**src/fpsb_pkg.sv**
```systemverilog
// Shared types, constants and helpers for the fan PWM start boost block.
`timescale 1ns / 1ps

package fpsb_pkg;

    localparam int PCT_W      = 7;
    localparam int REQ_W      = 8;
    localparam int TIME_W     = 32;
    localparam int RES_W      = 5;
    localparam int DUTY_W     = 20;
    localparam int CFG_IDX_W  = 2;
    localparam int CFG_DATA_W = 32;

    // Op codes
    localparam logic OP_SET  = 1'b0;
    localparam logic OP_TICK = 1'b1;

    // Config register indexes
    localparam logic [CFG_IDX_W-1:0] CFG_BOOST_PCT = 2'd0;
    localparam logic [CFG_IDX_W-1:0] CFG_BOOST_DUR = 2'd1;
    localparam logic [CFG_IDX_W-1:0] CFG_RES_BITS  = 2'd2;

    localparam logic [PCT_W-1:0] MAX_PCT      = 7'd100;
    localparam logic [RES_W-1:0] MAX_RES_BITS = 5'd20;
    localparam logic [RES_W-1:0] RES_RESET    = 5'd8;

    // duty = (full * pct + 50) / 100, divide done as multiply by reciprocal
    localparam int PROD_W      = DUTY_W + PCT_W;
    localparam int RECIP_SHIFT = PROD_W + 7;
    localparam int RECIP_W     = 28;
    localparam int QUOT_W      = PROD_W + RECIP_W;
    localparam logic [RECIP_W-1:0] RECIP = 28'd171798692;
    localparam logic [PCT_W-1:0]   ROUND = 7'd50;

    typedef struct packed {
        logic [PCT_W-1:0]  boost_pct;
        logic [TIME_W-1:0] boost_dur;
        logic [RES_W-1:0]  res_bits;
    } cfg_t;

    typedef struct packed {
        logic             valid;
        logic [PCT_W-1:0] cmd;
        logic [PCT_W-1:0] app;
        logic             boost;
        logic             wrote;
    } lvl_t;

    function automatic logic [PCT_W-1:0] clamp_pct(input logic [REQ_W-1:0] p);
        logic [PCT_W-1:0] r;
        if (p > REQ_W'(MAX_PCT))
            r = MAX_PCT;
        else
            r = p[PCT_W-1:0];
        return r;
    endfunction

endpackage

```
**src/fpsb_duty.sv**
```systemverilog
// Duty scaling pipeline and result register.
`timescale 1ns / 1ps

module fpsb_duty (
    input  logic                         clk,
    input  logic                         rst_n,
    input  fpsb_pkg::lvl_t               lvl,
    output logic                         dn_ready,
    input  logic [fpsb_pkg::RES_W-1:0]   res_bits,
    output logic                         out_valid,
    input  logic                         out_stall,
    output logic [fpsb_pkg::PCT_W-1:0]   commanded_percent,
    output logic [fpsb_pkg::PCT_W-1:0]   applied_percent,
    output logic                         boost_active,
    output logic                         duty_write,
    output logic [fpsb_pkg::DUTY_W-1:0]  duty
);
    import fpsb_pkg::*;

    lvl_t              s2_reg;
    logic [PROD_W-1:0] prod_reg;
    logic              out_valid_reg;
    logic [PCT_W-1:0]  cmd_out_reg;
    logic [PCT_W-1:0]  app_out_reg;
    logic              boost_out_reg;
    logic              wrote_out_reg;
    logic [DUTY_W-1:0] duty_reg;

    logic              out_free;
    logic              s2_free;
    logic [RES_W-1:0]  bits_sat;
    logic [DUTY_W:0]   full_ext;
    logic [DUTY_W-1:0] full;
    logic [PROD_W-1:0] prod_next;
    logic [QUOT_W-1:0] quot;

    assign out_free = !out_valid_reg || !out_stall;
    assign s2_free  = !s2_reg.valid || out_free;
    assign dn_ready = s2_free;

    assign bits_sat  = (res_bits > MAX_RES_BITS) ? MAX_RES_BITS : res_bits;
    assign full_ext  = ((DUTY_W + 1)'(1) << bits_sat) - (DUTY_W + 1)'(1);
    assign full      = full_ext[DUTY_W-1:0];
    assign prod_next = PROD_W'(full) * PROD_W'(lvl.app) + PROD_W'(ROUND);
    assign quot      = QUOT_W'(prod_reg) * QUOT_W'(RECIP);

    always_ff @(posedge clk or negedge rst_n)
    begin
        if (!rst_n)
        begin
            s2_reg        <= '0;
            out_valid_reg <= 1'b0;
        end
        else
        begin
            if (s2_free)
            begin
                s2_reg <= lvl;
            end
            if (out_free)
            begin
                out_valid_reg <= s2_reg.valid;
            end
        end
    end

    always_ff @(posedge clk)
    begin
        if (s2_free)
        begin
            prod_reg <= prod_next;
        end
        if (out_free)
        begin
            cmd_out_reg   <= s2_reg.cmd;
            app_out_reg   <= s2_reg.app;
            boost_out_reg <= s2_reg.boost;
            wrote_out_reg <= s2_reg.wrote;
            duty_reg      <= quot[RECIP_SHIFT+DUTY_W-1:RECIP_SHIFT];
        end
    end

    assign out_valid         = out_valid_reg;
    assign commanded_percent = cmd_out_reg;
    assign applied_percent   = app_out_reg;
    assign boost_active      = boost_out_reg;
    assign duty_write        = wrote_out_reg;
    assign duty              = duty_reg;

endmodule

```
**config.mk**
```make
export PLATFORM = sky130hd
export DESIGN_NAME = fpsb_duty
export DESIGN_NICKNAME = d
export VERILOG_FILES = /design/src/fpsb_pkg.sv /design/src/fpsb_duty.sv
export SDC_FILE = /design/constraint.sdc
export NUM_CORES = 1
export LEC_CHECK = 0
export BUFFER_PORTS_ARGS = -buffer_cell sky130_fd_sc_hd__buf_4
export CAP_MARGIN = 20
export CORE_MARGIN = 5
export CORE_UTILIZATION = 39
export DETAILED_ROUTE_END_ITERATION = 8
export GPL_ROUTABILITY_DRIVEN = 0
export PLACE_DENSITY = 0.52
export SYNTH_ARGS = -nofsm -noshare
export SYNTH_HDL_FRONTEND = slang
export SYNTH_SLANG_ARGS = --single-unit
export TNS_END_PERCENT = 20
```
**constraint.sdc**
```tcl
create_clock -name clk -period 6.45 [get_ports clk]
set_input_delay 0.3225 -clock clk [delete_from_list [all_inputs] [get_ports clk]]
set_output_delay 0.3225 -clock clk [all_outputs]
set_load 0.02 [all_outputs]
```
==> impl_metrics.ini <==
[route]
via_per_inst = 4.79
drc = 0
drt_iter0_drc = 425
drt_pass1_iterations = 4
antenna_left = 0
via_count = 12500
wl_per_cell_um = 17.2
routed_wl_mm = 44.8

[timing]
finalMaxSlewViolations = 0
fmax_mhz = 151
setup_slack_ps = -190
finClkSkew_ps = 11.5
fin_crit_ps = 6640
rsz0062_at_grt = true
hold_viol = 0
slew_headroom_pct = 37.1
setup_viol = 5
finalCritPeriodShare_pct = 103
worst_pin_slew_ps = 941

[yosys]
ys_seq_area_share_pct = 12.5
synth_top_area_cell = fa_1
synth_cell_types = 54
netlist_instances = 1781
synth-main-ff-cell = edfxtp_1
syn-cell-area_um2 = 18800
ys_ff_latch = 81
syn_avg_cell_area_um2 = 10.5
async_reset_ff_share_pct = 22.2
synth_top_area_share_pct = 36.4
syn-num-nets = 2503
yosysWarnings = 0
synth_area_leaders = fa_1, ha_1, edfxtp_1, inv_1, dfrtp_1
synth-edff-count = 63

[final_layout]
area.growth.synth_to_final_pct = 15.7
n_antenna_cell = 0
drive_gt1_share_pct = 15.6
largest_register_ffs = 27
nets = 2701
fin_util_pct = 45.6
multi_input_area_um2 = 15000
seq_area_um2 = 2340
fill_cells = 4549

[die]
row_count = 80
ios = 63
fp.dieW_um = 229
core_um2 = 47600
die_h_um = 229
fp.dieArea_um2 = 52600
initial_core_util_pct = 39.4

[cts]
clk_path_buf_depth = 2
cts_buffers = 9
clk_latency_ps = 370
cts_tree = built
clkTransAtPathRegs_ps = 70
htreeDepth = 3
clock-sinks = 81
cts-root-buf = clkbuf_16

[grt]
antenna_found_initial = 0
grt_first_pass_wirelength_mm = 73.4
grt_use_met2_pct = 28.5
overflow = 0
met1_usage_pct = 25.5
grt_max_degree = 38
grt_use_met3_pct = 1.83
grt_usage_pct = 17.5
gr-max-usage-layer = met2
grt_pass1_vias = 13700

[worst_setup_path]
cp_data_required_time_ps = 6570
worstSetupPathType = reg2reg
rrSetupSlack_ps = -190
cp.arrival_ps = 6760
cp-end-kind = flop
worstPathMaxFanout = 5
startpoint_type = flop
r2r-start = prod_reg[12]
regToRegEndpoint = duty[16]
reg2regPathDepth = 20

[min_path]
min_path_cells = 2
min_to = s2_reg[16]
min-delay-path-class = in2reg
min_from = lvl[16]

[run_status]
status = complete, but fails checks
violations = setup timing

[placement]
hpwl_mm = 39.8
port_buffers = 62

[run]
drv_cap = 0
-- cells in the mapped netlist, types with 13 or more instances --
cell type	n
ha_1	356
clkbuf_1	33
mux2_2	16
nor2_1	34
fa_1	341
nand2_1	46
nand4_1	16
xnor2_1	37
and3_1	15
inv_1	440
and2_1	65
edfxtp_1	63
nand3_1	13
nor2b_1	59
dfrtp_1	18
a21oi_1	60
a21o_1	16
o21ai_0	36
-- how the worst max path moves through the flow --
stage / startpoint / endpoint
floorplan: res_bits[4] / prod_reg[26]
global route: prod_reg[12] / duty[18]
detailed placement: res_bits[3] / prod_reg[26]
finish: prod_reg[12] / duty[16]
CTS: prod_reg[13] / duty[16]
global placement: prod_reg[13] / duty[16]
-- cell type report --
cell class / instances / share of cell area (%)
flip-flops and latches: 81 / 10.8
multi-input cells: 1227 / 69.0
repair buffers: 220 / 7.72
inverters: 440 / 7.60
well taps: 615 / 3.54
clock buffers: 9 / 1.04
clock inverters: 7 / 0.363
-- worst max-delay path, cell delays in order (launching register included) --
cell and delay (ps):
edfxtp_1 520, buf_6 190, fa_1 510, ha_4 210, fa_1 530, inv_1 50
fa_1 450, fa_1 500, inv_1 60, fa_1 590, fa_2 500, ha_4 300
nand4_1 110, or4_4 560, a311oi_2 300, buf_4 180, o41ai_4 60, buf_4 170
o21ai_4 250, nor4b_2 90, a211o_1 270
-- layer usage --
metal  routed length (um)  up-vias
li1                     -     6084
met4                  671        0
met1                22000     6226
met3                  978       24
met5                    0        -
met2                21100      126
-- kinds of logic (layout without fill, tap and decap cells) --
logic type	Yosys count	count (layout)	share of synthesized area [%]
adder cells (fa/ha/maj)	697	697	60.1
buffers and inverters	473	676	9.46
AND/OR/NAND/NOR	288	288	8.58
AO/OA/AOI/OAI	178	178	6.20
flip-flops	81	81	12.5
XOR/XNOR	47	47	2.19
multiplexers	17	17	1.01
-- cells in the final DEF (no fill, tap or decap), types with 6 or more instances in the layout --
| cell type | Yosys | routed |
|---|---|---|
| inv_1 | 440 | 438 |
| ha_1 | 356 | 337 |
| fa_1 | 341 | 336 |
| buf_4 | 0 | 213 |
| and2_1 | 65 | 65 |
| edfxtp_1 | 63 | 63 |
| nor2b_1 | 59 | 59 |
| a21oi_1 | 60 | 55 |
| nand2_1 | 46 | 45 |
| xnor2_1 | 37 | 37 |
| nor2_1 | 34 | 32 |
| o21ai_0 | 36 | 29 |
| dfrtp_1 | 18 | 18 |
| ha_4 | 0 | 17 |
| a21o_1 | 16 | 16 |
| nand4_1 | 16 | 16 |
| mux2_2 | 16 | 16 |
| and3_1 | 15 | 15 |
| nand3_1 | 13 | 12 |
| o211ai_1 | 10 | 10 |
| a211oi_1 | 12 | 10 |
| xor2_1 | 10 | 10 |
| nand2b_1 | 9 | 9 |
| o21bai_1 | 9 | 9 |
| clkbuf_16 | 0 | 9 |
| or3_1 | 6 | 6 |
| buf_6 | 0 | 6 |
-- metrics by stage --
step | setup WS (ps) | TNS (ps) | std cells | cell area [um2] | hold slack, ps
2_1_floorplan | -7.07 | -7.07 | 1781 | 18800 | 26.9
3_3_place_gp | -89.0 | -192 | 2560 | 21000 | 209
3_5_place_dp | -165 | -790 | 2560 | 21000 | 209
4_1_cts | -33.0 | -33.0 | 2578 | 21300 | 124
5_1_grt | -336 | -2190 | 2599 | 21700 | 133
6_report | -190 | -621 | 2599 | 21700 | 143
-- what timing repair did --
item                                    4_1_cts  5_1_grt
hold buffers                                  1        0
endpoints found under the setup margin       10       16
buffers inserted                              1       21
endpoints found under the hold margin        18        0
gates resized for setup                       4       39
pin swaps                                     5       26
Power is left out: the tool's default activity adds up to more than one toggle a clock period on the data nets, which glitch-free logic cannot reach.
