$ cat src/fpsb_pkg.sv
// Shared types, constants and helpers for the fan PWM start boost block.
`timescale 1ns / 1ps

package fpsb_pkg;

    localparam int PCT_W      = 7;
    localparam int REQ_W      = 8;
    localparam int TIME_W     = 32;
    localparam int RES_W      = 5;
    localparam int DUTY_W     = 20;
    localparam int CFG_IDX_W  = 2;
    localparam int CFG_DATA_W = 32;

    // Op codes
    localparam logic OP_SET  = 1'b0;
    localparam logic OP_TICK = 1'b1;

    // Config register indexes
    localparam logic [CFG_IDX_W-1:0] CFG_BOOST_PCT = 2'd0;
    localparam logic [CFG_IDX_W-1:0] CFG_BOOST_DUR = 2'd1;
    localparam logic [CFG_IDX_W-1:0] CFG_RES_BITS  = 2'd2;

    localparam logic [PCT_W-1:0] MAX_PCT      = 7'd100;
    localparam logic [RES_W-1:0] MAX_RES_BITS = 5'd20;
    localparam logic [RES_W-1:0] RES_RESET    = 5'd8;

    // duty = (full * pct + 50) / 100, divide done as multiply by reciprocal
    localparam int PROD_W      = DUTY_W + PCT_W;
    localparam int RECIP_SHIFT = PROD_W + 7;
    localparam int RECIP_W     = 28;
    localparam int QUOT_W      = PROD_W + RECIP_W;
    localparam logic [RECIP_W-1:0] RECIP = 28'd171798692;
    localparam logic [PCT_W-1:0]   ROUND = 7'd50;

    typedef struct packed {
        logic [PCT_W-1:0]  boost_pct;
        logic [TIME_W-1:0] boost_dur;
        logic [RES_W-1:0]  res_bits;
    } cfg_t;

    typedef struct packed {
        logic             valid;
        logic [PCT_W-1:0] cmd;
        logic [PCT_W-1:0] app;
        logic             boost;
        logic             wrote;
    } lvl_t;

    function automatic logic [PCT_W-1:0] clamp_pct(input logic [REQ_W-1:0] p);
        logic [PCT_W-1:0] r;
        if (p > REQ_W'(MAX_PCT))
            r = MAX_PCT;
        else
            r = p[PCT_W-1:0];
        return r;
    endfunction

endpackage

$ cat src/fpsb_ctrl.sv
// Request register and command/boost state update.
`timescale 1ns / 1ps

module fpsb_ctrl (
    input  logic                         clk,
    input  logic                         rst_n,
    input  logic                         in_valid,
    output logic                         in_stall,
    input  logic                         op,
    input  logic [fpsb_pkg::REQ_W-1:0]   percent,
    input  logic [fpsb_pkg::TIME_W-1:0]  now_ms,
    input  fpsb_pkg::cfg_t               cfg,
    input  logic                         dn_ready,
    output fpsb_pkg::lvl_t               lvl
);
    import fpsb_pkg::*;

    logic              s0_valid_reg;
    logic              op_reg;
    logic [PCT_W-1:0]  pct_reg;
    logic [TIME_W-1:0] now_reg;

    logic [PCT_W-1:0]  cmd_reg, cmd_next;
    logic [PCT_W-1:0]  app_reg, app_next;
    logic              boost_reg, boost_next;
    logic [TIME_W-1:0] dl_reg, dl_next;
    logic              wrote_next;

    lvl_t              lvl_reg;

    logic              s0_take;
    logic              s0_move;
    logic              s1_free;
    logic              stopped;
    logic [TIME_W-1:0] diff;

    assign s1_free  = !lvl_reg.valid || dn_ready;
    assign s0_move  = s0_valid_reg && s1_free;
    assign in_stall = s0_valid_reg && !s1_free;
    assign s0_take  = in_valid && !in_stall;
    assign stopped  = (cmd_reg == '0) && (app_reg == '0);
    assign diff     = now_reg - dl_reg;
    assign lvl      = lvl_reg;

    always_ff @(posedge clk or negedge rst_n)
    begin
        if (!rst_n)
        begin
            s0_valid_reg <= 1'b0;
        end
        else if (s0_take)
        begin
            s0_valid_reg <= 1'b1;
        end
        else if (s0_move)
        begin
            s0_valid_reg <= 1'b0;
        end
    end

    always_ff @(posedge clk)
    begin
        if (s0_take)
        begin
            op_reg  <= op;
            pct_reg <= clamp_pct(percent);
            now_reg <= now_ms;
        end
    end

    always_comb
    begin
        cmd_next   = cmd_reg;
        app_next   = app_reg;
        boost_next = boost_reg;
        dl_next    = dl_reg;
        wrote_next = 1'b0;
        if (s0_move)
        begin
            unique case (op_reg)
                OP_SET:
                begin
                    if (pct_reg != cmd_reg)
                    begin
                        cmd_next   = pct_reg;
                        wrote_next = 1'b1;
                        priority if (pct_reg == '0)
                        begin
                            boost_next = 1'b0;
                            dl_next    = '0;
                            app_next   = '0;
                        end
                        else if (stopped && (pct_reg < cfg.boost_pct))
                        begin
                            boost_next = 1'b1;
                            dl_next    = now_reg + cfg.boost_dur;
                            app_next   = clamp_pct({1'b0, cfg.boost_pct});
                        end
                        else
                        begin
                            boost_next = 1'b0;
                            dl_next    = '0;
                            app_next   = pct_reg;
                        end
                    end
                end
                OP_TICK:
                begin
                    if (boost_reg && !diff[TIME_W-1])
                    begin
                        boost_next = 1'b0;
                        dl_next    = '0;
                        app_next   = cmd_reg;
                        wrote_next = 1'b1;
                    end
                end
                default:
                begin
                    cmd_next = cmd_reg;
                end
            endcase
        end
    end

    always_ff @(posedge clk or negedge rst_n)
    begin
        if (!rst_n)
        begin
            cmd_reg   <= '0;
            app_reg   <= '0;
            boost_reg <= 1'b0;
            dl_reg    <= '0;
        end
        else
        begin
            cmd_reg   <= cmd_next;
            app_reg   <= app_next;
            boost_reg <= boost_next;
            dl_reg    <= dl_next;
        end
    end

    always_ff @(posedge clk or negedge rst_n)
    begin
        if (!rst_n)
        begin
            lvl_reg <= '0;
        end
        else if (s1_free)
        begin
            lvl_reg.valid <= s0_valid_reg;
            lvl_reg.cmd   <= cmd_next;
            lvl_reg.app   <= app_next;
            lvl_reg.boost <= boost_next;
            lvl_reg.wrote <= wrote_next;
        end
    end

    // boost only runs from a non-zero command at a non-zero level
    a_boost_levels: assert property (@(posedge clk) disable iff (!rst_n)
        boost_reg |-> (cmd_reg != '0) && (app_reg != '0))
        else $error("boost active with zero level");

    a_deadline_idle: assert property (@(posedge clk) disable iff (!rst_n)
        !boost_reg |-> (dl_reg == '0))
        else $error("deadline set without boost");

    a_lvl_hold: assert property (@(posedge clk) disable iff (!rst_n)
        (lvl_reg.valid && !dn_ready) |=> (lvl_reg.valid && $stable(lvl_reg)))
        else $error("level stage lost while downstream full");

    a_state_quiet: assert property (@(posedge clk) disable iff (!rst_n)
        !s0_move |=> ($stable(cmd_reg) && $stable(app_reg) && $stable(boost_reg)))
        else $error("state changed without a request");

endmodule

$ cat config.mk
export PLATFORM = sky130hd
export DESIGN_NAME = fpsb_ctrl
export DESIGN_NICKNAME = d
export VERILOG_FILES = /design/src/fpsb_pkg.sv /design/src/fpsb_ctrl.sv
export SDC_FILE = /design/constraint.sdc
export NUM_CORES = 1
export LEC_CHECK = 0
export ABC_AREA = 1
export CORE_UTILIZATION = 65
export DETAILED_ROUTE_END_ITERATION = 7
export DONT_BUFFER_PORTS = 1
export PLACE_DENSITY = 0.86
export SLEW_MARGIN = 20
export SYNTH_ARGS = -nofsm -noshare
export SYNTH_HDL_FRONTEND = slang
export SYNTH_SLANG_ARGS = --single-unit
$ cat constraint.sdc
create_clock -name clk -period 2.8 [get_ports clk]
set_clock_uncertainty 0.2 [all_clocks]
set_input_delay 0 -clock clk [delete_from_list [all_inputs] [get_ports clk]]
set_output_delay 0 -clock clk [all_outputs]
set_load 0.02 [all_outputs]
==> metrics.cfg <==
[power_and_ir_drop]
power_density_nw_per_um2 = 496.2
post-layout-total-power_mw = 4.332
leakage_nw = 4.155
worst_ir_drop_vdd_uv = 484.1

[critical_path]
reg2reg_depth = 15
critical_path.slowest_cell = edfxtp_1
setup.worst_path.start_class = flip-flop
critical_path_class = reg -> reg
worst_setup_path_startpoint = now_reg[14]
worstSetupEndpoint = dl_reg[0]
ff2ff_setup_slack_ps = 130
timing.critical_path.slowest_cell_delay_ps = 430
required_ps = 2950
regToRegStartpoint = now_reg[14]
critPathCaptureType = flip-flop
worst-endpoint-arrival_ps = 2820
crit_top_cell = nand2_1
critical_path.cell_chain = ha_1 > nand2_1 > nor2_2 > nand2_1 > nor2_1 > nand2_1 > nand2_1 > nand2_1 > nand2_1 > nand2_4 > nand3_4 > nand3b_4 > buf_12 > nand3_1 > nand2_1
reg2reg_to = dl_reg[0]
critical_path.max_fanout = 33

[synthesis]
yosysSeqAreaShare_pct = 39.21
avgSynthCellArea_sq_um = 7.730
asyncSetResetFlopFracSynth_pct = 61.90
ys_seq_elements = 105
yosys_most_used_dff = dfrtp_1
synthXorXnorAreaFrac_pct = 2.429
top_cells_by_count_synth = nand2_1 (267), inv_1 (124), nand3_1 (71), nor2_1 (68), ha_1 (67)
synth_enable_flop_cells = 40
yosys.area_share.simple_pct = 26.89
synth_top_area_cell = dfrtp_1
count_of_different_cell_masters_after_synthesis = 42
syn_inst = 933
post_synth_fa_ha_maj_area_fraction_pct = 11.90
ys.warnings.count = 0
synth_mux_area_share_pct = 0
largest_family_of_logic_cells_by_synthesized_area = simple AND/OR/NAND/NOR gates
synth_most_common_cell = nand2_1
mappedNetlistArea_sq_um = 7212
synth-compound-area-share_pct = 11.17
synth.net_count = 1090
ys_top_cells_by_area = dfrtp_1 (23%), edfxtp_1 (17%), nand2_1 (14%), ha_1 (12%), inv_1 (6.5%)
synth.top_cell.area_share_pct = 22.55

[sta]
finalWorstPathRequiredPeriod_ps = 2673
fin_crit_sh_pct = 95.45
max_clock_freq_mhz = 374.2
maxSlewViolCount = 0
hold_violations = 0
relSlewSlack_pct = 61.01
worst-slew-pin-transition_ps = 584.8
finalWorstSetupSlack_ps = 127.5
finalSetupViolCount = 0

[global_routing]
grt_start_max_net_pins = 66
grt_antenna_before_repair = 0
global_route_wire_length_before_repair_um = 31550
grtUsageTotal_pct = 35.54
first_global_vias = 6967
grt_overflow_total = 0

[clocking]
tritoncts = built
clkSinkCount = 105
cts_buffers = 9
cts.clk_slew.worst_paths_ps = 120
cts_root_buf = clkbuf_8
clock_insertion_delay_worst_skew_ps = 420
cts-htree-levels = 3
max-clock-path-buffers = 2

[run_status]
outcome = completed

[route]
drt-vias-per-instance = 5.807
via_count = 6939
totalWireLength_um = 19570
drt.antenna.violating_nets = 0
detail_route.wl_per_cell_um = 16.37
detail_route.first_pass.iterations = 6
drtIter0Drc = 555
drc = 0

[worst_hold_path]
hold_path_class = in -> reg

[layout]
finalCoreUtilization_pct = 80.55
drive_gt1_share_pct = 5.972
nNetsFinal = 1207
register_area_sq_um = 2829
antennaDiodeCount = 0
fin_area_sq_um = 8732
multiInputGateArea_sq_um = 3789
fill_cells = 714
areaGrowthSynthToFinish_pct = 21.08

[place]
placed_wire_length_estimate_um = 12540
placedInstanceArea_sq_um = 7392
gp_routability_congestion = 0.9509
port_buffers = 0
detailedPlace.worstSlack_ps = 200.1

[run]
max_cap_viol_count = 0

[floorplanning]
die_area_sq_um = 11520
std_cell_rows = 38
floorplan.io_pins = 107
area_of_the_placeable_core_sq_um = 10840
fp.dieW_um = 107.3
floorplan.initialDensity_pct = 66.53
chipHeight_um = 107.3

==> worst max-delay path: cells and delay by family (launching register included) <==
| family | cells | cell delay (ps) |
|---|---|---|
| adder cells (fa/ha/maj) | 1 | 330 |
| AND/OR/NAND/NOR | 13 | 1430 |
| flip-flops | 1 | 430 |
| buffers and inverters | 1 | 200 |
==> per-stage QoR <==
stage | setup TNS, ps | cells | hold slack, ps
3_3_place_gp | 0 | 1070 | -494.6
4_1_cts | 0 | 1193 | 0.5242
6_report | 0 | 1195 | 3.490
3_5_place_dp | 0 | 1070 | -494.6
2_1_floorplan | 0 | 933 | -495.6
5_1_grt | -283.7 | 1195 | 6.486
==> area by class of cell <==
| class | count | area share, % |
|---|---|---|
| clock inverters | 7 | 0.9314 |
| inverters | 128 | 5.502 |
| clock buffers | 9 | 1.419 |
| repair buffers | 123 | 14.36 |
| multi-input cells | 683 | 43.39 |
| well taps | 140 | 2.006 |
| flip-flops and latches | 105 | 32.40 |
==> metal layers <==
metal  vias up  GRT usage [%]  wire length (um)
met1      3174          43.80              7820
li1       3315              -                 -
met5         -              0                 0
met4         0          14.87               734
met2       369          59.35              9460
met3        81          8.959              1551
==> report_power, final <==
group / total, mW / leakage (nW) / switching [mW] / internal [mW]
logic: 1.30 / 2.83 / 0.786 / 0.513
clock network: 0.983 / 0.103 / 0.628 / 0.356
registers: 2.05 / 1.22 / 0.257 / 1.79
total: 4.33 / 4.16 / 1.67 / 2.66
==> timing repair <==
item                                    in CTS  in global routing
gates resized for setup                      0                  5
hold endpoints to repair                   162                  1
hold buffers                               107                  1
buffers inserted                             0                  1
endpoints found under the setup margin       0                 26
==> cell usage in the layout, fill, tap and decap left out, types with 7 or more instances in the layout <==
cell             n
o21ai_0         38
dfrtp_1         64
xor2_1          16
a31oi_1          9
nor3_1           7
buf_4           13
edfxtp_1        40
o21ai_1         14
a21oi_1         56
ha_1            67
nor2_1          67
o21ai_2          7
inv_1          123
clkbuf_8         9
nand4_1         16
dlygate4sd3_1  106
nand3_1         71
nand2_1        267
==> cell families after synthesis <==
group	count (synthesis)
and+or+nand+nor	451
adders and majority gates	68
buffers and inverters	145
AOI/OAI and AO/OA	144
DFF	105
xor gates and xnor gates	20
==> worst min-delay path by stage <==
| stage | depth (start not counted) | end | start |
|---|---|---|---|
| 4_1_cts | 1 | now_reg[2] | now_ms[2] |
| 3_5_place_dp | 0 | lvl[6] | rst_n |
| 3_3_place_gp | 0 | lvl[6] | rst_n |
| 2_1_floorplan | 0 | app_reg[0] | rst_n |
| 5_1_grt | 1 | now_reg[2] | now_ms[2] |
| 6_report | 1 | now_reg[27] | now_ms[27] |
Power figures use the tool's default switching activity.
